[src/hdl/pid_heading_to_target_defines.svh]
// assertion macros for the heading-to-target controller
`ifndef PID_HEADING_TO_TARGET_DEFINES_SVH
`define PID_HEADING_TO_TARGET_DEFINES_SVH

`ifndef SYNTHESIS
`define PHT_ASSERT(lbl, clk, rst_n, prop, msg) \
    lbl: assert property (@(posedge clk) disable iff (!rst_n) (prop)) else $error(msg);
`define PHT_ASSERT_NEXT(lbl, clk, rst_n, ante, cons, msg) \
    lbl: assert property (@(posedge clk) disable iff (!rst_n) (ante) |=> (cons)) else $error(msg);
`else
`define PHT_ASSERT(lbl, clk, rst_n, prop, msg)
`define PHT_ASSERT_NEXT(lbl, clk, rst_n, ante, cons, msg)
`endif

`endif

[src/hdl/pht_pkg.sv]
// shared types, constants and the arctangent table of the heading controller
`timescale 1ns / 1ps
`default_nettype none

package pht_pkg;

    localparam int CORDIC_STEPS_DEF = 16;

    localparam int POS_W   = 16;
    localparam int ANG_W   = 16;
    localparam int GAIN_W  = 24;
    localparam int LEN_W   = 15;
    localparam int RATE_W  = 24;
    localparam int ERR_W   = 17;
    localparam int DIFF_W  = 17;
    localparam int DER_W   = 18;
    localparam int SUM_W   = 32;
    localparam int CW      = 34;
    localparam int MA_W    = 25;
    localparam int MB_W    = 32;
    localparam int PROD_W  = MA_W + MB_W;
    localparam int ACC_W   = PROD_W + 2;
    localparam int DIST_W  = 34;
    localparam int ATAN_IDX_W = 5;

    localparam int APB_ADDR_W = 5;
    localparam int APB_DATA_W = 32;
    localparam int REG_IDX_W  = 3;

    localparam logic [REG_IDX_W-1:0] REG_GOAL_X        = 3'd0;
    localparam logic [REG_IDX_W-1:0] REG_GOAL_Y        = 3'd1;
    localparam logic [REG_IDX_W-1:0] REG_PROP_GAIN     = 3'd2;
    localparam logic [REG_IDX_W-1:0] REG_INTEGRAL_GAIN = 3'd3;
    localparam logic [REG_IDX_W-1:0] REG_DERIV_GAIN    = 3'd4;
    localparam logic [REG_IDX_W-1:0] REG_ARRIVE_RADIUS = 3'd5;
    localparam logic [REG_IDX_W-1:0] REG_CRUISE_SPEED  = 3'd6;

    localparam logic [POS_W-1:0]  RST_GOAL_X        = 16'd2048;
    localparam logic [POS_W-1:0]  RST_GOAL_Y        = 16'd2048;
    localparam logic [GAIN_W-1:0] RST_PROP_GAIN     = 24'd262144;
    localparam logic [GAIN_W-1:0] RST_INTEGRAL_GAIN = 24'd655;
    localparam logic [GAIN_W-1:0] RST_DERIV_GAIN    = 24'd98304;
    localparam logic [LEN_W-1:0]  RST_ARRIVE_RADIUS = 15'd128;
    localparam logic [LEN_W-1:0]  RST_CRUISE_SPEED  = 15'd512;

    typedef logic [2:0] t_mul_sel;
    localparam t_mul_sel MUL_DXDX = 3'd0;
    localparam t_mul_sel MUL_DYDY = 3'd1;
    localparam t_mul_sel MUL_RR   = 3'd2;
    localparam t_mul_sel MUL_KP   = 3'd3;
    localparam t_mul_sel MUL_KI   = 3'd4;
    localparam t_mul_sel MUL_KD   = 3'd5;

    typedef logic signed [CW-1:0] t_cord;

    typedef struct packed {
        logic [POS_W-1:0]  goal_x;
        logic [POS_W-1:0]  goal_y;
        logic [GAIN_W-1:0] prop_gain;
        logic [GAIN_W-1:0] integral_gain;
        logic [GAIN_W-1:0] derivative_gain;
        logic [LEN_W-1:0]  arrive_radius;
        logic [LEN_W-1:0]  cruise_speed;
    } t_cfg;

    typedef struct packed {
        logic     load_in;
        logic     cordic_init;
        logic     cordic_step;
        t_mul_sel mul_sel;
        logic     dist_load;
        logic     dist_add;
        logic     err_update;
        logic     acc_load;
        logic     acc_add;
        logic     out_load;
    } t_cmd;

    typedef struct packed {
        logic iter_last;
    } t_stat;

    // atan(2^-i) in Q2.30, truncated
    function automatic t_cord atan_q30(input logic [ATAN_IDX_W-1:0] idx);
        t_cord v;
        unique case (idx)
            5'd0:    v = CW'(32'h3243F6A8);
            5'd1:    v = CW'(32'h1DAC6705);
            5'd2:    v = CW'(32'h0FADBAFC);
            5'd3:    v = CW'(32'h07F56EA6);
            5'd4:    v = CW'(32'h03FEAB76);
            5'd5:    v = CW'(32'h01FFD55B);
            5'd6:    v = CW'(32'h00FFFAAA);
            5'd7:    v = CW'(32'h007FFF55);
            5'd8:    v = CW'(32'h003FFFEA);
            5'd9:    v = CW'(32'h001FFFFD);
            5'd10:   v = CW'(32'h000FFFFF);
            5'd11:   v = CW'(32'h0007FFFF);
            5'd12:   v = CW'(32'h0003FFFF);
            5'd13:   v = CW'(32'h0001FFFF);
            5'd14:   v = CW'(32'h0000FFFF);
            5'd15:   v = CW'(32'h00007FFF);
            5'd16:   v = CW'(32'h00003FFF);
            5'd17:   v = CW'(32'h00001FFF);
            5'd18:   v = CW'(32'h00000FFF);
            5'd19:   v = CW'(32'h000007FF);
            5'd20:   v = CW'(32'h000003FF);
            5'd21:   v = CW'(32'h000001FF);
            5'd22:   v = CW'(32'h000000FF);
            5'd23:   v = CW'(32'h0000007F);
            default: v = '0;
        endcase
        return v;
    endfunction

endpackage

`default_nettype wire

[src/hdl/pht_ctrl.sv]
// sequencing state machine and output handshake of the heading controller
`timescale 1ns / 1ps
`default_nettype none
`include "pid_heading_to_target_defines.svh"

module pht_ctrl import pht_pkg::*; (
    input  wire   i_clk,
    input  wire   i_rst_n,
    input  wire   i_in_valid,
    output logic  o_in_ready,
    output logic  o_out_valid,
    input  wire   i_out_ready,
    input  t_stat i_stat,
    output t_cmd  o_cmd
);

    localparam logic [3:0] S_IDLE = 4'd0;
    localparam logic [3:0] S_PREP = 4'd1;
    localparam logic [3:0] S_ITER = 4'd2;
    localparam logic [3:0] S_MDX  = 4'd3;
    localparam logic [3:0] S_MDY  = 4'd4;
    localparam logic [3:0] S_MRR  = 4'd5;
    localparam logic [3:0] S_ERR  = 4'd6;
    localparam logic [3:0] S_MP   = 4'd7;
    localparam logic [3:0] S_MI   = 4'd8;
    localparam logic [3:0] S_MD   = 4'd9;
    localparam logic [3:0] S_MA   = 4'd10;
    localparam logic [3:0] S_OUT  = 4'd11;

    logic [3:0] r_state;
    logic [3:0] n_state;
    logic       r_ovalid;
    logic       n_ovalid;

    assign o_in_ready  = (r_state == S_IDLE);
    assign o_out_valid = r_ovalid;

    always_comb begin
        n_state  = r_state;
        n_ovalid = r_ovalid;
        o_cmd    = '0;
        if (r_ovalid && i_out_ready) begin
            n_ovalid = 1'b0;
        end
        unique case (r_state)
            S_IDLE: begin
                if (i_in_valid) begin
                    o_cmd.load_in = 1'b1;
                    n_state       = S_PREP;
                end
            end
            S_PREP: begin
                o_cmd.cordic_init = 1'b1;
                n_state           = S_ITER;
            end
            S_ITER: begin
                o_cmd.cordic_step = 1'b1;
                if (i_stat.iter_last) begin
                    n_state = S_MDX;
                end
            end
            S_MDX: begin
                o_cmd.mul_sel = MUL_DXDX;
                n_state       = S_MDY;
            end
            S_MDY: begin
                o_cmd.mul_sel   = MUL_DYDY;
                o_cmd.dist_load = 1'b1;
                n_state         = S_MRR;
            end
            S_MRR: begin
                o_cmd.mul_sel  = MUL_RR;
                o_cmd.dist_add = 1'b1;
                n_state        = S_ERR;
            end
            S_ERR: begin
                o_cmd.err_update = 1'b1;
                n_state          = S_MP;
            end
            S_MP: begin
                o_cmd.mul_sel = MUL_KP;
                n_state       = S_MI;
            end
            S_MI: begin
                o_cmd.mul_sel  = MUL_KI;
                o_cmd.acc_load = 1'b1;
                n_state        = S_MD;
            end
            S_MD: begin
                o_cmd.mul_sel = MUL_KD;
                o_cmd.acc_add = 1'b1;
                n_state       = S_MA;
            end
            S_MA: begin
                o_cmd.acc_add = 1'b1;
                n_state       = S_OUT;
            end
            S_OUT: begin
                if (!r_ovalid || i_out_ready) begin
                    o_cmd.out_load = 1'b1;
                    n_ovalid       = 1'b1;
                    n_state        = S_IDLE;
                end
            end
            default: begin
                n_state = S_IDLE;
            end
        endcase
    end

    always_ff @(posedge i_clk) begin
        if (!i_rst_n) begin
            r_state  <= S_IDLE;
            r_ovalid <= 1'b0;
        end else begin
            r_state  <= n_state;
            r_ovalid <= n_ovalid;
        end
    end

    `PHT_ASSERT(a_no_overwrite, i_clk, i_rst_n, o_cmd.out_load |-> (!r_ovalid || i_out_ready), "result overwritten before transfer")
    `PHT_ASSERT_NEXT(a_busy_after_accept, i_clk, i_rst_n, i_in_valid && o_in_ready, !o_in_ready, "input taken while busy")
    `PHT_ASSERT_NEXT(a_valid_after_load, i_clk, i_rst_n, o_cmd.out_load, o_out_valid, "loaded result not shown")
    `PHT_ASSERT(a_one_phase, i_clk, i_rst_n, $onehot0({o_cmd.load_in, o_cmd.cordic_init, o_cmd.cordic_step, o_cmd.err_update, o_cmd.out_load}), "conflicting datapath commands")

endmodule

`default_nettype wire

[config.mk]
export PLATFORM = sky130hd
export DESIGN_NAME = pht_ctrl
export DESIGN_NICKNAME = d
export VERILOG_FILES = /design/src/hdl/pht_pkg.sv /design/src/hdl/pht_ctrl.sv
export VERILOG_INCLUDE_DIRS = /design/src /design/src/hdl
export SDC_FILE = /design/constraint.sdc
export NUM_CORES = 1
export LEC_CHECK = 0
export ABC_AREA = 1
export BUFFER_PORTS_ARGS = -buffer_cell sky130_fd_sc_hd__clkbuf_2
export CORE_AREA = 4 4 41 43
export DETAILED_ROUTE_END_ITERATION = 6
export DIE_AREA = 0 0 45 47
export PLACE_DENSITY = 0.71
export SETUP_SLACK_MARGIN = 0.4
export SLEW_MARGIN = 20
export SYNTH_ARGS = -nofsm -noshare
export SYNTH_HDL_FRONTEND = slang
export SYNTH_SLANG_ARGS = --single-unit
[constraint.sdc]
create_clock -name i_clk -period 1.15 [get_ports i_clk]
set_input_delay 0.345 -clock i_clk [delete_from_list [all_inputs] [get_ports i_clk]]
set_output_delay 0.345 -clock i_clk [all_outputs]
set_load 0.05 [all_outputs]
==> results of run 1 <==
## cells in the mapped netlist, drive strengths merged
cell / n
o21ai: 2
dfxtp: 5
nand4: 1
nor2: 24
inv: 15
a31oi: 1
nor3: 2
nand2: 8
a21oi: 3
nand3: 4
## worst max-delay path, stage by stage (launching register included)
cell and delay [ns]:
dfxtp_4 0.41, inv_4 0.06, nor2_4 0.14, nor2_2 0.07
buf_6 0.12, nor2_4 0.10, buf_8 0.15
## kinds of logic after synthesis
group / after synthesis / share of synthesized area
AO/OA/AOI/OAI: 6 / 0.0836
buffers and inverters: 15 / 0.134
flip-flops: 5 / 0.239
AND/OR/NAND/NOR: 39 / 0.543
## routing by layer
metal | up-vias | share of wire | track usage
li1 | 295 | - | -
met2 | 12 | 0.54 | 0.328
met5 | - | 0 | 0
met1 | 307 | 0.41 | 0.201
met3 | 4 | 0.024 | 0.0613
met4 | 0 | 0.021 | 0.0234
## where the power goes
group,switching (mW),internal (mW)
logic,0.922,0.728
registers,0.0905,0.221
clock network,0.0754,0.131
## state kept, by name, summed over array words and instances (netlist names)
| register | flops |
|---|---|
| o_out_valid | 1 |
| r_state | 4 |
## per-stage QoR
stage               setup WS [ns]  setup TNS [ns]   util
finish                     -0.483           -5.56  0.876
global route               -0.539           -6.35  0.876
CTS                        -0.433           -4.88  0.789
detailed placement         -0.273           -2.81  0.608
global placement           -0.250           -2.62  0.608
floorplan                  -0.256           -1.59      -
## timing repair
| action | CTS | global route |
|---|---|---|
| setup endpoints to repair | 19 | 19 |
| setup buffers | 6 | 5 |
| resized for setup | 39 | 26 |
| pin swaps | 12 | 13 |
## cell type report
class                   count  area [sq um]  area share
clock buffers               4          26.3      0.0231
inverters                  15          71.3      0.0626
repair buffers             43           474       0.416
well taps                  15          18.8      0.0165
flip-flops and latches      5           119       0.104
multi-input cells          45           430       0.378
## how the worst max path moves through the flow
stage | depth (start not counted) | to
global route | 6 | o_cmd[1]
global placement | 6 | o_cmd[1]
CTS | 6 | o_cmd[1]
floorplan | 3 | o_cmd[11]
detailed placement | 6 | o_cmd[1]
finish | 6 | o_cmd[1]
==> key figures, run 1 <==
Worst setup path
  • Worst r2r dst: r_state[0]
  • Critical path peak fanout: 4
  • Worst setup EP type: output port
  • Arrival time worst endpoint: 1.29 ns
  • RR Startpoint: r_state[2]
  • Critical path startpoint: r_state[0]
  • Setup slack on the worst flop-to-flop path: -0.22 ns
  • Kind of critical path: register to output port
  • Required time reported for the critical path endpoint: 0.81 ns
  • Reg2Reg Depth: 10
  • Startpoint Class: register

Floorplan
  • Initial cell density of the core: 0.322
  • Floorplan die width: 45 microns
  • Std-Cell Core Area: 1300 sq um
  • Vertical extent of the die: 47 microns
  • Die Footprint: 2120 sq um
  • I/O Pins: 19
  • Core Rows: 13

Worst hold path
  • Type of the tightest min-delay check: input pin to register
  • Hold wc startpoint: i_rst_n
  • Worst hold path depth: 3
  • End point of the worst hold path: r_state[1]

Global routing
  • Total routing usage reported by global routing: 0.177
  • Wire length of the first global-routing pass: 2680 microns
  • Overflow after GRT: 0
  • Number of antenna violations at the first check in global routing: 0
  • Number of global-route vias before repair: 598
  • Maximum number of pins on one net before global-route repair: 7

Placement
  • Area post-placement: 791 sq um
  • Half-perimeter wire length after detailed placement: 1070 microns
  • Buffers added on ports: 18
  • Final RePlAce weighted congestion: 0.714
  • Cell count after placement: 112

Synth
  • Post-synthesis cell count: 65
  • Syn avg cell area: 6.45 sq um
  • Synthesized cell area: 419 sq um
  • Synth unique cells: 16
  • Synthesis-stage register bit count: 5
  • Sequential fraction of the synthesis area: 0.239
  • Cell type with the largest total area after synthesis: dfxtp_1
  • Top-area cell type share of the netlist area: 0.239
  • Main area contributors after synthesis: dfxtp_1 24%, nor2_1 13%, nor2_4 11%
  • Post-synth net total: 70
  • Synthesis Warnings: 0

Cells and area
  • Final Instance Count excl. Fillers: 127
  • Commonest non-fill, non-tap cell in the layout: nor2_4
  • Filler cell count in the final layout: 64
  • Post-route design area: 1140 sq um
  • Most frequent cells in the layout: 17 x nor2_4, 14 x buf_4, 12 x buf_8
  • Layout Nets: 118
  • Area growth from synthesis to layout: 172%
  • Proportion of layout cells with a drive suffix above 1: 0.821
  • Inserted Diodes: 0

Route
  • Total number of vias: 618
  • Starting DRT DRC Count: 11
  • Routed Wire Length: 2090 microns
  • Pre-Repair DR Iteration Count: 3
  • Routed via count divided by cell count: 4.87
  • DR WL/cell: 16.5 microns
  • Residual DRC: 0
  • Post-DRT Antenna Nets: 0

STA
  • Count of pins over their slew limit: 0
  • Final critical delay including setup and external delays: 1.63 ns
  • Timing-limited maximum frequency: 612 MHz
  • Unrepaired setup endpoints after global routing: true
  • Number of failing hold endpoints at the final stage: 0
  • Setup slack of the critical path after layout: -0.483 ns
  • Slew at the pin closest to its max-slew limit: 0.211 ns
  • Final cycle utilization of the critical path: 1.42
  • Final setup fails: 18
  • Max-slew headroom: 0.859
  • Max Clock Skew: 0.000304 ns
  • Worst slack on hold paths: 0.345 ns

Clocking
  • Clock insertion delay at the later pin of the skew report: 0.24 ns
  • CTS root buffer: clkbuf_4
  • Clock tree from TritonCTS: yes
  • CTS H-tree lvls: 1
  • CTS Hold Buffers Added: 0
  • TritonCTS buffer count: 3
  • Clock Sink Count: 5
  • Buffers from clock root to sink, at most: 2
  • Clock slew at the register clock pins of the worst setup and hold paths: 0.05 ns

Run status
  • Violations in the final reports: negative setup slack
  • Outcome: complete, but fails checks

Power and ir drop
  • Total power draw: 2.17 mW
  • Static Leak: 0.507 nW
  • VDD IR max: 1640 uV
  • Ratio of total power to cell area: 1900 nW/um^2

Run
  • Max-Cap Viols: 0
(Power assumes the default switching activity.)
==> run 2, diff against run 1 <==
ABC_AREA = default   (was 1)
PLACE_DENSITY = 0.67   (was 0.71)
==> run 2 against run 1 <==
  * The run still ends with negative setup slack left
  * Clock power about the same
  * Routed wire length fell by 15%
  * Area after synthesis down 9.3%
  * Die area did not move
  * First-iteration DRC count is 73% lower
  * Final area down 2.1%
  * Setup slack lost 0.065 ns
  * Largest cell class unchanged
  * Hold slack gained 0.044 ns
  * Critical path type unchanged
  * Clock skew grew 0.0011 ns
  * Combinational power decreased by 73%
  * Maximum frequency down 3.8%
  * Largest power group unchanged
  * Flip-flop and latch count did not move
==> key figures, run 2 <==
Global routing
  • Total routing usage reported by global routing: 0.163
  • Wire length of the first global-routing pass: 2470 microns
  • Number of antenna violations at the first check in global routing: 0
  • Met1 capacity usage during global routing: 0.163
  • Overflow after GRT: 0
  • Maximum number of pins on one net before global-route repair: 9
  • Most Crowded Layer GR: met2
  • Number of global-route vias before repair: 577
  • Met2 Track Usage GR: 0.325
  • M3 GR Usage: 0.0192

Synth
  • Share of flip-flops with an asynchronous set or reset after synthesis: 0
  • Most used flip-flop cell after synthesis: dfxtp_1
  • Most common cell in the netlist: nor2_1
  • Synthesis-stage register bit count: 5
  • Cell type with the largest total area after synthesis: dfxtp_1
  • Most numerous cell types in the synthesized netlist: 7 x nor2_1, 5 x dfxtp_1, 4 x nor3_1
  • Syn avg cell area: 7.92 sq um
  • Synthesized cell area: 380 sq um
  • Post-synthesis cell count: 48
  • Synth unique cells: 25
  • Sequential fraction of the synthesis area: 0.263
  • Top-area cell type share of the netlist area: 0.263
  • Synthesis Warnings: 0
  • Number of enable flip-flop cells after synthesis: 0
  • Post-synth net total: 53
  • Main area contributors after synthesis: dfxtp_1 26%, nor2_1 6.9%, nor4_4 5.6%

Cells and area
  • Layout Nets: 98
  • Max FFs per register: 4
  • Filler cell count in the final layout: 66
  • Post-route design area: 1120 sq um
  • Area growth from synthesis to layout: 193%
  • Most frequent cells in the layout: 13 x buf_6, 12 x buf_4, 11 x buf_8
  • Register bank with the most flops: r_state
  • Proportion of layout cells with a drive suffix above 1: 0.848
  • Inserted Diodes: 0
  • Commonest non-fill, non-tap cell in the layout: buf_6

STA
  • Slew at the pin closest to its max-slew limit: 0.240 ns
  • Final critical delay including setup and external delays: 1.70 ns
  • Max Clock Skew: 0.00139 ns
  • Max-slew headroom: 0.839
  • Unrepaired setup endpoints after global routing: true
  • Final cycle utilization of the critical path: 1.48
  • Number of failing hold endpoints at the final stage: 0
  • Timing-limited maximum frequency: 589 MHz
  • Fin Setup TNS: -5.73 ns
  • Setup slack of the critical path after layout: -0.548 ns
  • Final setup fails: 15
  • Count of pins over their slew limit: 0

Worst setup path
  • Max incr delay on CP: 0.35 ns
  • Slowest CP cell: dfxtp_4
  • Startpoint Class: register
  • Critical path peak fanout: 4
  • Buffer and inverter count on the worst path: 2
  • Required time reported for the critical path endpoint: 0.81 ns
  • Arrival time worst endpoint: 1.35 ns
  • CP delay by family, top: simple AND/OR/NAND/NOR gates
  • Kind of critical path: register to output port
  • Worst setup EP type: output port
  • Cell chain of the critical path: buf_6 > nor4_4 > and2_4 > clkbuf_16

Power and ir drop
  • Static Leak: 0.442 nW
  • Ratio of total power to cell area: 764 nW/um^2
  • VDD IR max: 530 uV

Run status
  • Outcome: complete, but fails checks
  • Violations in the final reports: negative setup slack

Clocking
  • CTS root buffer: clkbuf_4
  • Clock slew at the register clock pins of the worst setup and hold paths: 0.05 ns
  • Clock Sink Count: 5
  • Buffers from clock root to sink, at most: 2
  • Clock tree from TritonCTS: yes
  • CTS Hold Buffers Added: 0
  • CTS H-tree lvls: 1
  • Clock insertion delay at the later pin of the skew report: 0.24 ns
  • TritonCTS buffer count: 3

Route
  • DR WL/cell: 16.7 microns
  • Routed via count divided by cell count: 4.89
  • Routed Wire Length: 1790 microns
  • Starting DRT DRC Count: 3
  • Pre-Repair DR Iteration Count: 3
  • Total number of vias: 523
  • Residual DRC: 0
  • Post-DRT Antenna Nets: 0

Placement
  • Half-perimeter wire length after detailed placement: 890 microns
  • Final RePlAce weighted congestion: 0.820
  • Area post-placement: 736 sq um
  • Buffers added on ports: 18

Floorplan
  • Core Rows: 13
  • Vertical extent of the die: 47 microns
  • Die Footprint: 2120 sq um
  • I/O Pins: 19
  • Initial cell density of the core: 0.292
  • Std-Cell Core Area: 1300 sq um
  • Floorplan die width: 45 microns

Worst hold path
  • Type of the tightest min-delay check: input pin to register

Run
  • Max-Cap Viols: 0
run 2: changes by cell type after synthesis, moves of 2 or more:
cell / delta
o22ai_1: +2
nor2b_1: +3
nor2_4: -4
nand2_2: -3
nor2_2: -5
nor3_1: +2
inv_1: -8
nand2b_1: +3
inv_2: -6
nand3_2: -3
buf_4: +2
nand2_1: -2
nor2_1: -8
run 2: cell type report:
| class | instances | area [sq um] | area share |
|---|---|---|---|
| clock buffer | 4 | 26.3 | 0.0235 |
| inverter | 1 | 3.75 | 0.00336 |
| multi-input combinational | 38 | 437 | 0.391 |
| sequential | 5 | 119 | 0.107 |
| tap | 15 | 18.8 | 0.0168 |
| timing repair buffer | 44 | 512 | 0.459 |
run 2: metal layers:
metal / up-vias / part of all wire
li1: 255 / -
met1: 248 / 0.31
met2: 16 / 0.65
met3: 4 / 0.035
met4: 0 / 0.012
met5: - / 0
run 2: what timing repair did:
item                                    4_1_cts  5_1_grt
setup buffers                                 7        3
gates resized for setup                      50       21
pin swaps                                    11        6
endpoints found under the setup margin       19       19
run 2: cell families (layout without fill, tap and decap cells):
kind of cell | Yosys count | after routing | synth area share
AO/OA/AOI/OAI | 9 | 9 | 0.171
XOR/XNOR | 1 | 1 | 0.0230
buffers and inverters | 5 | 49 | 0.0921
flip-flops | 5 | 5 | 0.263
AND/OR/NAND/NOR | 28 | 28 | 0.451
run 2: final timing paths:
check	depth (start not counted)	startpoint	to	slack, ns
max	4	r_state[1]	o_cmd[11]	-0.55
min	2	i_rst_n	o_out_valid	0.39
max reg2reg	6	r_state[1]	r_state[0]	-0.17
min reg2reg	3	r_state[2]	r_state[3]	0.70
run 2: report_power, final:
group | switching (mW) | leakage [nW] | internal, mW
registers | 0.0217 | 0.0444 | 0.178
logic | 0.222 | 0.383 | 0.221
clock network | 0.0784 | 0.0150 | 0.132
total | 0.322 | 0.442 | 0.530
run 2: worst register-to-register path: cells and delay by family, from the launching register on:
| family | cells | cell delay, ns |
|---|---|---|
| AOI/OAI and AO/OA | 2 | 0.39 |
| buffers and inverters | 4 | 0.45 |
| DFF | 1 | 0.35 |
run 2: per-stage QoR:
stage	utilization	instances	hold WS, ns	power, mW	worst slack [ns]
3_3_place_gp	0.565	93	0.627	0.501	-0.404
4_1_cts	0.796	104	0.378	0.801	-0.509
3_5_place_dp	0.565	93	0.634	0.502	-0.413
6_report	0.858	107	0.389	0.852	-0.548
2_1_floorplan	-	48	0.462	0.426	-0.682
5_1_grt	0.858	107	0.401	0.885	-0.579
