==> src/hdl/pid_heading_to_target_defines.svh <==
// assertion macros for the heading-to-target controller
`ifndef PID_HEADING_TO_TARGET_DEFINES_SVH
`define PID_HEADING_TO_TARGET_DEFINES_SVH

`ifndef SYNTHESIS
`define PHT_ASSERT(lbl, clk, rst_n, prop, msg) \
    lbl: assert property (@(posedge clk) disable iff (!rst_n) (prop)) else $error(msg);
`define PHT_ASSERT_NEXT(lbl, clk, rst_n, ante, cons, msg) \
    lbl: assert property (@(posedge clk) disable iff (!rst_n) (ante) |=> (cons)) else $error(msg);
`else
`define PHT_ASSERT(lbl, clk, rst_n, prop, msg)
`define PHT_ASSERT_NEXT(lbl, clk, rst_n, ante, cons, msg)
`endif

`endif

==> src/hdl/pht_pkg.sv <==
// shared types, constants and the arctangent table of the heading controller
`timescale 1ns / 1ps
`default_nettype none

package pht_pkg;

    localparam int CORDIC_STEPS_DEF = 16;

    localparam int POS_W   = 16;
    localparam int ANG_W   = 16;
    localparam int GAIN_W  = 24;
    localparam int LEN_W   = 15;
    localparam int RATE_W  = 24;
    localparam int ERR_W   = 17;
    localparam int DIFF_W  = 17;
    localparam int DER_W   = 18;
    localparam int SUM_W   = 32;
    localparam int CW      = 34;
    localparam int MA_W    = 25;
    localparam int MB_W    = 32;
    localparam int PROD_W  = MA_W + MB_W;
    localparam int ACC_W   = PROD_W + 2;
    localparam int DIST_W  = 34;
    localparam int ATAN_IDX_W = 5;

    localparam int APB_ADDR_W = 5;
    localparam int APB_DATA_W = 32;
    localparam int REG_IDX_W  = 3;

    localparam logic [REG_IDX_W-1:0] REG_GOAL_X        = 3'd0;
    localparam logic [REG_IDX_W-1:0] REG_GOAL_Y        = 3'd1;
    localparam logic [REG_IDX_W-1:0] REG_PROP_GAIN     = 3'd2;
    localparam logic [REG_IDX_W-1:0] REG_INTEGRAL_GAIN = 3'd3;
    localparam logic [REG_IDX_W-1:0] REG_DERIV_GAIN    = 3'd4;
    localparam logic [REG_IDX_W-1:0] REG_ARRIVE_RADIUS = 3'd5;
    localparam logic [REG_IDX_W-1:0] REG_CRUISE_SPEED  = 3'd6;

    localparam logic [POS_W-1:0]  RST_GOAL_X        = 16'd2048;
    localparam logic [POS_W-1:0]  RST_GOAL_Y        = 16'd2048;
    localparam logic [GAIN_W-1:0] RST_PROP_GAIN     = 24'd262144;
    localparam logic [GAIN_W-1:0] RST_INTEGRAL_GAIN = 24'd655;
    localparam logic [GAIN_W-1:0] RST_DERIV_GAIN    = 24'd98304;
    localparam logic [LEN_W-1:0]  RST_ARRIVE_RADIUS = 15'd128;
    localparam logic [LEN_W-1:0]  RST_CRUISE_SPEED  = 15'd512;

    typedef logic [2:0] t_mul_sel;
    localparam t_mul_sel MUL_DXDX = 3'd0;
    localparam t_mul_sel MUL_DYDY = 3'd1;
    localparam t_mul_sel MUL_RR   = 3'd2;
    localparam t_mul_sel MUL_KP   = 3'd3;
    localparam t_mul_sel MUL_KI   = 3'd4;
    localparam t_mul_sel MUL_KD   = 3'd5;

    typedef logic signed [CW-1:0] t_cord;

    typedef struct packed {
        logic [POS_W-1:0]  goal_x;
        logic [POS_W-1:0]  goal_y;
        logic [GAIN_W-1:0] prop_gain;
        logic [GAIN_W-1:0] integral_gain;
        logic [GAIN_W-1:0] derivative_gain;
        logic [LEN_W-1:0]  arrive_radius;
        logic [LEN_W-1:0]  cruise_speed;
    } t_cfg;

    typedef struct packed {
        logic     load_in;
        logic     cordic_init;
        logic     cordic_step;
        t_mul_sel mul_sel;
        logic     dist_load;
        logic     dist_add;
        logic     err_update;
        logic     acc_load;
        logic     acc_add;
        logic     out_load;
    } t_cmd;

    typedef struct packed {
        logic iter_last;
    } t_stat;

    // atan(2^-i) in Q2.30, truncated
    function automatic t_cord atan_q30(input logic [ATAN_IDX_W-1:0] idx);
        t_cord v;
        unique case (idx)
            5'd0:    v = CW'(32'h3243F6A8);
            5'd1:    v = CW'(32'h1DAC6705);
            5'd2:    v = CW'(32'h0FADBAFC);
            5'd3:    v = CW'(32'h07F56EA6);
            5'd4:    v = CW'(32'h03FEAB76);
            5'd5:    v = CW'(32'h01FFD55B);
            5'd6:    v = CW'(32'h00FFFAAA);
            5'd7:    v = CW'(32'h007FFF55);
            5'd8:    v = CW'(32'h003FFFEA);
            5'd9:    v = CW'(32'h001FFFFD);
            5'd10:   v = CW'(32'h000FFFFF);
            5'd11:   v = CW'(32'h0007FFFF);
            5'd12:   v = CW'(32'h0003FFFF);
            5'd13:   v = CW'(32'h0001FFFF);
            5'd14:   v = CW'(32'h0000FFFF);
            5'd15:   v = CW'(32'h00007FFF);
            5'd16:   v = CW'(32'h00003FFF);
            5'd17:   v = CW'(32'h00001FFF);
            5'd18:   v = CW'(32'h00000FFF);
            5'd19:   v = CW'(32'h000007FF);
            5'd20:   v = CW'(32'h000003FF);
            5'd21:   v = CW'(32'h000001FF);
            5'd22:   v = CW'(32'h000000FF);
            5'd23:   v = CW'(32'h0000007F);
            default: v = '0;
        endcase
        return v;
    endfunction

endpackage

`default_nettype wire

==> src/hdl/pht_regs.sv <==
// configuration register file behind the apb port
`timescale 1ns / 1ps
`default_nettype none

module pht_regs import pht_pkg::*; (
    input  wire                   i_clk,
    input  wire                   i_rst_n,
    input  wire                   psel,
    input  wire                   penable,
    input  wire                   pwrite,
    input  wire  [APB_ADDR_W-1:0] paddr,
    input  wire  [APB_DATA_W-1:0] pwdata,
    output logic [APB_DATA_W-1:0] prdata,
    output logic                  pready,
    output t_cfg                  o_cfg
);

    t_cfg                 r_cfg;
    logic                 wr_en;
    logic [REG_IDX_W-1:0] idx;

    assign pready = 1'b1;
    assign wr_en  = psel & penable & pwrite;
    assign idx    = paddr[APB_ADDR_W-1:2];
    assign o_cfg  = r_cfg;

    always_ff @(posedge i_clk) begin
        if (!i_rst_n) begin
            r_cfg.goal_x          <= RST_GOAL_X;
            r_cfg.goal_y          <= RST_GOAL_Y;
            r_cfg.prop_gain       <= RST_PROP_GAIN;
            r_cfg.integral_gain   <= RST_INTEGRAL_GAIN;
            r_cfg.derivative_gain <= RST_DERIV_GAIN;
            r_cfg.arrive_radius   <= RST_ARRIVE_RADIUS;
            r_cfg.cruise_speed    <= RST_CRUISE_SPEED;
        end else if (wr_en) begin
            unique case (idx)
                REG_GOAL_X:        r_cfg.goal_x          <= pwdata[POS_W-1:0];
                REG_GOAL_Y:        r_cfg.goal_y          <= pwdata[POS_W-1:0];
                REG_PROP_GAIN:     r_cfg.prop_gain       <= pwdata[GAIN_W-1:0];
                REG_INTEGRAL_GAIN: r_cfg.integral_gain   <= pwdata[GAIN_W-1:0];
                REG_DERIV_GAIN:    r_cfg.derivative_gain <= pwdata[GAIN_W-1:0];
                REG_ARRIVE_RADIUS: r_cfg.arrive_radius   <= pwdata[LEN_W-1:0];
                REG_CRUISE_SPEED:  r_cfg.cruise_speed    <= pwdata[LEN_W-1:0];
                default: ;
            endcase
        end
    end

    always_comb begin
        unique case (idx)
            REG_GOAL_X:        prdata = APB_DATA_W'(r_cfg.goal_x);
            REG_GOAL_Y:        prdata = APB_DATA_W'(r_cfg.goal_y);
            REG_PROP_GAIN:     prdata = APB_DATA_W'(r_cfg.prop_gain);
            REG_INTEGRAL_GAIN: prdata = APB_DATA_W'(r_cfg.integral_gain);
            REG_DERIV_GAIN:    prdata = APB_DATA_W'(r_cfg.derivative_gain);
            REG_ARRIVE_RADIUS: prdata = APB_DATA_W'(r_cfg.arrive_radius);
            REG_CRUISE_SPEED:  prdata = APB_DATA_W'(r_cfg.cruise_speed);
            default:           prdata = '0;
        endcase
    end

endmodule

`default_nettype wire

==> config.mk <==
export PLATFORM = sky130hd
export DESIGN_NAME = pht_regs
export DESIGN_NICKNAME = d
export VERILOG_FILES = /design/src/hdl/pid_heading_to_target_defines.svh /design/src/hdl/pht_pkg.sv /design/src/hdl/pht_regs.sv
export SDC_FILE = /design/constraint.sdc
export NUM_CORES = 1
export LEC_CHECK = 0
export ABC_AREA = 1
export BUFFER_PORTS_ARGS = -buffer_cell sky130_fd_sc_hd__buf_2
export CAP_MARGIN = 5
export CORE_ASPECT_RATIO = 1.5
export CORE_MARGIN = 2
export CORE_UTILIZATION = 25
export CTS_BUF_LIST = sky130_fd_sc_hd__clkbuf_8
export CTS_CLUSTER_SIZE = 12
export DETAILED_ROUTE_END_ITERATION = 12
export GPL_TIMING_DRIVEN = 0
export RECOVER_POWER = 25
export SETUP_SLACK_MARGIN = 0.02
export SLEW_MARGIN = 20
export SYNTH_ARGS = -nofsm -noshare
export SYNTH_HDL_FRONTEND = slang
export SYNTH_SLANG_ARGS = --single-unit
==> constraint.sdc <==
create_clock -name i_clk -period 4.5 [get_ports i_clk]
set_clock_uncertainty 0.2 [all_clocks]
set_input_delay 0.9 -clock i_clk [delete_from_list [all_inputs] [get_ports i_clk]]
set_output_delay 0.9 -clock i_clk [all_outputs]
set_load 0.01 [all_outputs]
==> flow_summary.ini, run 1 <==
[floorplan]
die-area_sq_um = 27400
fp.dieH_um = 202
core_sq_um = 25800
start_util = 0.253
fp.dieW_um = 136
num_rows = 72
io_pins = 209

[yosys]
syn_inst = 1048
synth.avg_cell_area_sq_um = 6.23
yosysWarningCount = 0
synth_top_cell_by_area = dfxtp_1
synthTopCellsByArea = dfxtp_1, nand2_1, nor2_1
ys_types = 15
synth-seq-cells = 134
yosysTopAreaCellShare = 0.411
ys_seq_area_frac = 0.411
synth_area_sq_um = 6530

[place]
place_worst_setup_slack_ps = 938
io_buffers = 187
dpl.hpwl_mm = 23.0
placedInstanceArea_sq_um = 7910
gp_congestion = 0.905

[pwr]
cellPowerDensity_nw_per_um2 = 318
peakVddDrop_v = 0.000156
p_leak_nw = 4.00

[flow_run]
maxCapViolCount = 0

[cells_and_area]
num-nets-final = 1303
largest_reg_flops = 134
drive_gt1_frac = 0.175
final_area_sq_um = 8280
area_growth_pct = 26.9
fill_cells = 2988

[route]
via_per_inst = 4.67
first_pass_iters = 5
drc_errors = 0
wirelength_mm = 29.1
vias = 7521
routedWlPerCell_um = 18.1
postRouteAntennaNets = 0
first_iter_violations = 671

[setup_path]
crit_arrival_ps = 2660
critical_path_required_ps = 3400
path_class = primary input to output pin
start_kind = primary input
endpoint_kind = output pin
cp_max_fo = 10

[timing]
max_freq_ghz = 0.266
period_minus_slack_ps = 3760
hold_violations = 0
fin_ws_ps = 736
rsz0062_at_grt = no
tns_ps = 0
fin_crit_sh = 0.836
worst_pin_slew_ps = 701
relSlewSlack = 0.533
finalSetupViolCount = 0
final_max_slew_viol_count = 0

[clocking]
cts_num_sinks = 134
cts_resized = 0
cts_hold_buf = 0
cts_tree = built
cts_made_buffers = 17
cts.path.max_buffers = 2
post_cts_buffers = 0
cts-root-buf = clkbuf_8
ctsHtreeMaxLevel = 4
clk_pin_slew_ps = 80
clk_latency_ps = 460

[global_route]
grt_use_total = 0.208
grt_overflow = 0
grt_pass1_vias = 7002
grt_pass1_wl_mm = 41.8
grt_max_degree = 17
antenna_found_initial = 3

[status]
outcome = complete, no violations

[min_path]
holdCritPathClass = flip-flop to flip-flop
kinds of logic (layout without fill, tap and decap cells):
group                  count (synthesis)  in the layout  synth area share
and+or+nand+nor                      781            781             0.497
DFF                                  134            134             0.411
buffers and inverters                126            345            0.0872
AOI/OAI and AO/OA                      5              5           0.00383
other                                  2             11           0.00115
cells in the final DEF, fill, tap and decap left out, types with 2 or more instances in the layout:
| cell | Yosys | final |
|---|---|---|
| o21ai_0 | 5 | 5 |
| nor2_2 | 8 | 7 |
| inv_6 | 0 | 3 |
| nor2_1 | 293 | 294 |
| buf_1 | 17 | 17 |
| buf_4 | 15 | 14 |
| nand4_1 | 47 | 47 |
| dfxtp_1 | 134 | 134 |
| inv_2 | 4 | 3 |
| nand3_1 | 133 | 133 |
| conb_1 | 2 | 9 |
| buf_2 | 32 | 168 |
| nand2_1 | 299 | 299 |
| clkinv_4 | 0 | 5 |
| clkbuf_1 | 19 | 71 |
| bufinv_16 | 0 | 4 |
| clkbuf_8 | 0 | 17 |
| diode_2 | 0 | 2 |
| inv_1 | 39 | 42 |
metrics by stage:
step	hold WS (ps)	cells	power, mW	util
2_1_floorplan	301	1055	1.40	-
3_3_place_gp	261	1575	1.51	0.307
3_5_place_dp	268	1575	1.52	0.307
4_1_cts	288	1607	2.64	0.324
5_1_grt	316	1608	2.72	0.321
6_report	289	1609	2.63	0.321
cells in the mapped netlist (all sizes together):
library cell,instances
buf,64
clkbuf,19
conb,2
dfxtp,134
inv,43
nand2,299
nand3,134
nand4,47
nor2,301
o21ai,5
final timing paths:
check / to / slack, ps / start / depth (start not counted)
worst min register to register: o_cfg[45] / 290 / o_cfg[45] / 2
worst max register to register: o_cfg[22] / 3560 / o_cfg[22] / 2
worst max-delay path: prdata[0] / 740 / paddr[3] / 10
worst min-delay path: o_cfg[45] / 290 / o_cfg[45] / 2
metal layers:
layer / vias to the layer above / global-route usage / wire [um]
met1: 3399 / 0.224 / 11000
met5: - / 0 / 7
met3: 81 / 0.0492 / 2120
met4: 2 / 0.113 / 1520
met2: 327 / 0.369 / 14500
li1: 3712 / - / -
power by group:
part	total, mW	switching, mW	internal (mW)
Sequential	1.21	0.0140	1.20
Combinational	0.278	0.203	0.0750
Clock	1.14	0.528	0.609
Total	2.63	0.745	1.88
critical path, stage by stage:
cell and delay [ps]:
clkbuf_1 190, clkbuf_1 380, nand2_1 110, nor2_2 320, buf_4 280, nand2_1 70, nand2_1 70, nor2_1 40
nand2_1 130, buf_2 160
area by class of cell:
type,instances,area [sq um],share of cell area
Antenna cell,2,5.00,0.000605
Timing Repair Buffer,187,877,0.106
Tap cell,333,417,0.0503
Multi-Input combinational cell,795,3300,0.398
Clock buffer,17,234,0.0283
Clock inverter,15,205,0.0248
Buffer,83,399,0.0482
Inverter,43,161,0.0195
Sequential cell,134,2680,0.324
No activity file was read; power rests on OpenSTA's default activity.
==> inputs of run 2 (changes only) <==
Clock period 4.5 ns to 3.04 ns, I/O delays scaled along.
==> run 2 against run 1 <==
Compared with the run above:
- hold slack worse by 120 ps
- register-to-register slack worse by 1400 ps
- sequential share of layout area about the same
- highest routed layer unchanged
- wire length down 0.18%
- sequential power up 49%
- via count down 0.17%
- count of clock-buffer cells in the layout unchanged
- largest power group unchanged
- sequential cell count unchanged
==> flow_summary.ini, run 2 (synthesis gave the netlist of run 1 again) <==
[status]
outcome = complete, no violations

[cells_and_area]
drive_gt1_frac = 0.180
area_growth_pct = 26.9
largest_reg_flops = 134
multi_input_area_sq_um = 3300
stdcell_count = 1609
seq_area_sq_um = 2680
final_common_cell = nand2_1
most-common-layout-cells = nand2_1, nor2_1, buf_2
num-nets-final = 1303
fill_cells = 2985

[clocking]
cts_hold_buf = 0
cts-root-buf = clkbuf_8
cts_tree = built
ctsHtreeMaxLevel = 4
cts.path.max_buffers = 2
clk_latency_ps = 450
cts_num_sinks = 134
cts_made_buffers = 17
clk_pin_slew_ps = 90

[global_route]
grt_use_total = 0.208
grt_pass1_wl_mm = 41.8
grt_pass1_vias = 7002
grt_max_degree = 17
antenna_found_initial = 3
grt_overflow = 0

[setup_path]
cp_cell_sequence = buf_2, inv_2, buf_4, clkbuf_1, nand3_1, nand2_1, nor2_1, nand2_1, buf_2
critical_path_required_ps = 2230
cp_max_fo = 10
crit_family = buffers and inverters
reg2reg_depth = 2
crit_slowest_cell = clkbuf_1
crit_arrival_ps = 2150
endpoint_kind = output pin
crit_cells = 9
path_class = primary input to output pin
crit_buf_inv = 5
start_kind = primary input
crit_path_max_incr_delay_ps = 540

[floorplan]
start_util = 0.253
die-area_sq_um = 27400
io_pins = 209
num_rows = 72
core_sq_um = 25800
fp.dieW_um = 136
fp.dieH_um = 202

[route]
vias = 7508
first_pass_iters = 5
routedWlPerCell_um = 18.1
wirelength_mm = 29.0
drc_errors = 0
via_per_inst = 4.67
first_iter_violations = 672
postRouteAntennaNets = 0

[min_path]
min_path_cells = 3
holdCritPathClass = primary input to flip-flop

[place]
gp_congestion = 0.905
dp.cells = 1575
io_buffers = 187
dpl.hpwl_mm = 23.0

[pwr]
p_leak_nw = 4.01
peakVddDrop_v = 0.000231
cellPowerDensity_nw_per_um2 = 470

[timing]
fin_crit_sh = 0.973
period_minus_slack_ps = 2960
finalSetupViolCount = 0
rsz0062_at_grt = no
max_freq_ghz = 0.338
final_max_slew_viol_count = 0
hold_violations = 0
worst_pin_slew_ps = 715
tns_ps = 0
relSlewSlack = 0.524

[flow_run]
maxCapViolCount = 0
-- run 2: worst paths after layout --
path / from / to / slack, ps
hold / removal: pwdata[1] / o_cfg[55] / 170
hold reg to reg: o_cfg[45] / o_cfg[45] / 290
setup reg to reg: o_cfg[22] / o_cfg[22] / 2120
setup / recovery: paddr[4] / prdata[0] / 80
-- run 2: cell type report --
class | instances | share of cell area
clock buffer | 17 | 0.0282
multi-input combinational | 795 | 0.398
buffer | 83 | 0.0489
clock inverter | 15 | 0.0248
inverter | 43 | 0.0195
tap | 333 | 0.0503
sequential | 134 | 0.324
antenna | 2 | 0.000604
timing repair buffer | 187 | 0.106
-- run 2: power breakdown --
| part | internal (mW) | switching (mW) |
|---|---|---|
| registers | 1.78 | 0.0208 |
| logic | 0.112 | 0.301 |
| clock network | 0.902 | 0.784 |
| total | 2.79 | 1.11 |
-- run 2: per-layer routing --
metal	share of wire	GRT usage	up-vias
met3	0.075	0.0492	88
met5	0.00024	0	-
met1	0.37	0.224	3377
met2	0.50	0.369	329
li1	-	-	3712
met4	0.054	0.113	2
-- run 2: timing repair --
item,in CTS,in global routing
setup buffers,0,0
endpoints found under the setup margin,0,2
gates resized for setup,0,5
-- run 2: stage by stage --
| step | power (mW) | instance area (sq um) | utilization | setup WS, ps | hold slack, ps |
|---|---|---|---|---|---|
| 2_1_floorplan | 2.07 | 6550 | - | 687 | 301 |
| 3_5_place_dp | 2.25 | 7910 | 0.307 | 61.7 | 268 |
| 4_1_cts | 3.91 | 8340 | 0.324 | 58.5 | 148 |
| 3_3_place_gp | 2.24 | 7910 | 0.307 | 72.7 | 261 |
| 6_report | 3.90 | 8280 | 0.322 | 81.6 | 173 |
| 5_1_grt | 4.02 | 8280 | 0.321 | 28.3 | 163 |
-- run 2: worst min-delay path, stage by stage --
cell     delay, ps
buf_2           90
nand2_1         50
nand3_1         60
==> inputs of run 3 (changes only) <==
Settings changed: ABC_AREA 1 to unset.
==> run 3 against run 2 <==
Compared with the run above:
- the flow now finishes with violations (max-capacitance violations, max-slew violations)
- first-iteration DRC count fell by 65%
- setup slack better by 13 ps
- fmax increased by 0.44%
- largest cell class unchanged
- critical endpoint is now prdata[10]
- design area fell by 3.7%
- critical path depth down 2
- global-route usage decreased by 1.5 points
- synthesized area down 5.4%
- cell count down 27%
- wire length down 13%
- utilization increased by 0.62 points
- largest power group is now the clock network
==> flow_summary.ini, run 3 <==
[status]
outcome = finished, violations left
violations = max-capacitance violations, max-slew violations

[global_route]
grt_max_degree = 17
grt_pass1_wl_mm = 36.5
grt.busiest_layer = met2
grt_use_total = 0.193
grt_overflow = 0
grt_pass1_vias = 5582
grtUsageMet3 = 0.0538
grt_util_met1 = 0.218
met2_usage = 0.330
antenna_found_initial = 3

[pwr]
cellPowerDensity_nw_per_um2 = 491
pwr-share-clk = 0.456
peakVddDrop_v = 0.000268
power_mw = 3.92
switchingPower_uw = 995
p_int_mw = 2.93
p_comb_frac = 0.090
seq_power_share = 0.454
p_leak_nw = 3.38
switching_share = 0.254

[route]
vias = 5545
postRouteAntennaNets = 0
first_pass_iters = 5
drc_errors = 0
first_iter_violations = 234
via_per_inst = 4.69
wirelength_mm = 25.2
routedWlPerCell_um = 21.3

[cells_and_area]
stdcell_count = 1182
num-nets-final = 883
postLayoutCoreUtil = 0.328
largest_reg_flops = 134
final_common_cell = mux2i_1
most-common-layout-cells = mux2i_1, buf_2, nand2_1
area_growth_pct = 29.3
drive_gt1_frac = 0.292
final_area_sq_um = 7980

[place]
dpl.hpwl_mm = 18.6
placedInstanceArea_sq_um = 7540
place_worst_setup_slack_ps = -354
io_buffers = 186
dp.cells = 1146
gp_congestion = 0.824

[yosys]
synth_edf_count = 0
synth-seq-cells = 134
async_flop_share = 0
yosysWarningCount = 0
synth.avg_cell_area_sq_um = 9.81
ys_seq_area_frac = 0.435
syn_inst = 629
synthTopCellsByArea = dfxtp_1, mux2i_1, nand2_1
synth_commonest_cells = mux2i_1, nand2_1, dfxtp_1
yosysTopAreaCellShare = 0.435
synth_most_common_cell = mux2i_1
synth_ff_type = dfxtp_1
synth_top_cell_by_area = dfxtp_1
ys_types = 36
synth_area_sq_um = 6170

[timing]
fin_crit_sh = 0.969
worst_pin_slew_ps = 1570
tns_ps = 0
fin_ws_ps = 94.4
max_freq_ghz = 0.339
period_minus_slack_ps = 2950
relSlewSlack = -0.0579
final_max_slew_viol_count = 8
finalSetupViolCount = 0
rsz0062_at_grt = no
whs_ps = 204
hold_violations = 0

[floorplan]
fp.dieW_um = 132
die-area_sq_um = 26000
fp.dieH_um = 196
io_pins = 209
core_sq_um = 24300
start_util = 0.254
num_rows = 70

[setup_path]
endpoint_kind = output pin
path_class = primary input to output pin
cp_max_fo = 10
crit_arrival_ps = 2140
start_kind = primary input
critical_path_required_ps = 2230

[clocking]
clk_pin_slew_ps = 80
cts_hold_buf = 0
cts_num_sinks = 134
clk_latency_ps = 450
post_cts_buffers = 0
cts_tree = built
ctsHtreeMaxLevel = 4
cts_made_buffers = 17
cts.path.max_buffers = 2
cts-root-buf = clkbuf_8

[min_path]
holdCritPathClass = primary input to flip-flop

[flow_run]
maxCapViolCount = 1
## run 3: cells by family after synthesis
| kind of cell | count (synthesis) | share of synthesized area |
|---|---|---|
| and+or+nand+nor | 186 | 0.132 |
| other | 2 | 0.00122 |
| buffers and inverters | 73 | 0.0663 |
| AOI/OAI and AO/OA | 57 | 0.0780 |
| muxes | 177 | 0.288 |
| DFF | 134 | 0.435 |
## run 3: power groups by stage
stage	Combinational (mW)	Clock, mW	Sequential (mW)
after floorplan	0.193	0	1.82
after global placement	0.352	0	1.82
after detailed placement	0.353	0	1.82
after CTS	0.357	1.83	1.78
after global routing	0.377	1.89	1.78
final	0.353	1.79	1.78
## run 3: repair_timing
action                     in CTS  in global routing
setup endpoints to repair      15                  9
cloned                          0                  0
hold endpoints to repair        0                  0
pin swaps                       0                  0
gates resized for setup         7                  7
## run 3: path summary, 6_finish.rpt
| path | start | end | slack, ps | cells after the start |
|---|---|---|---|---|
| max | paddr[4] | prdata[10] | 90 | 7 |
| min | pwdata[15] | o_cfg[45] | 200 | 3 |
| max reg2reg | o_cfg[54] | o_cfg[54] | 2110 | 2 |
| min reg2reg | o_cfg[12] | o_cfg[12] | 280 | 2 |
## run 3: cell type report
| class | instances | area (sq um) |
|---|---|---|
| Antenna cell | 4 | 10.0 |
| Tap cell | 324 | 405 |
| Sequential cell | 134 | 2680 |
| Fill cell | 2638 | 16400 |
| Clock buffer | 20 | 275 |
| Buffer | 60 | 350 |
| Multi-Input combinational cell | 429 | 3110 |
| Inverter | 13 | 48.8 |
| Timing Repair Buffer | 186 | 902 |
| Clock inverter | 12 | 199 |
## run 3: per-layer routing
metal	share of wire	routed length [um]
met3	0.069	1740
met1	0.40	10000
met2	0.49	12400
met4	0.041	1040
met5	0	0
## run 3: worst max-delay path: stages
cell and delay [ps]:
buf_4 140, clkbuf_2 270, buf_2 320, nor2b_4 290, nand3_1 110, o211ai_1 190, buf_2 210
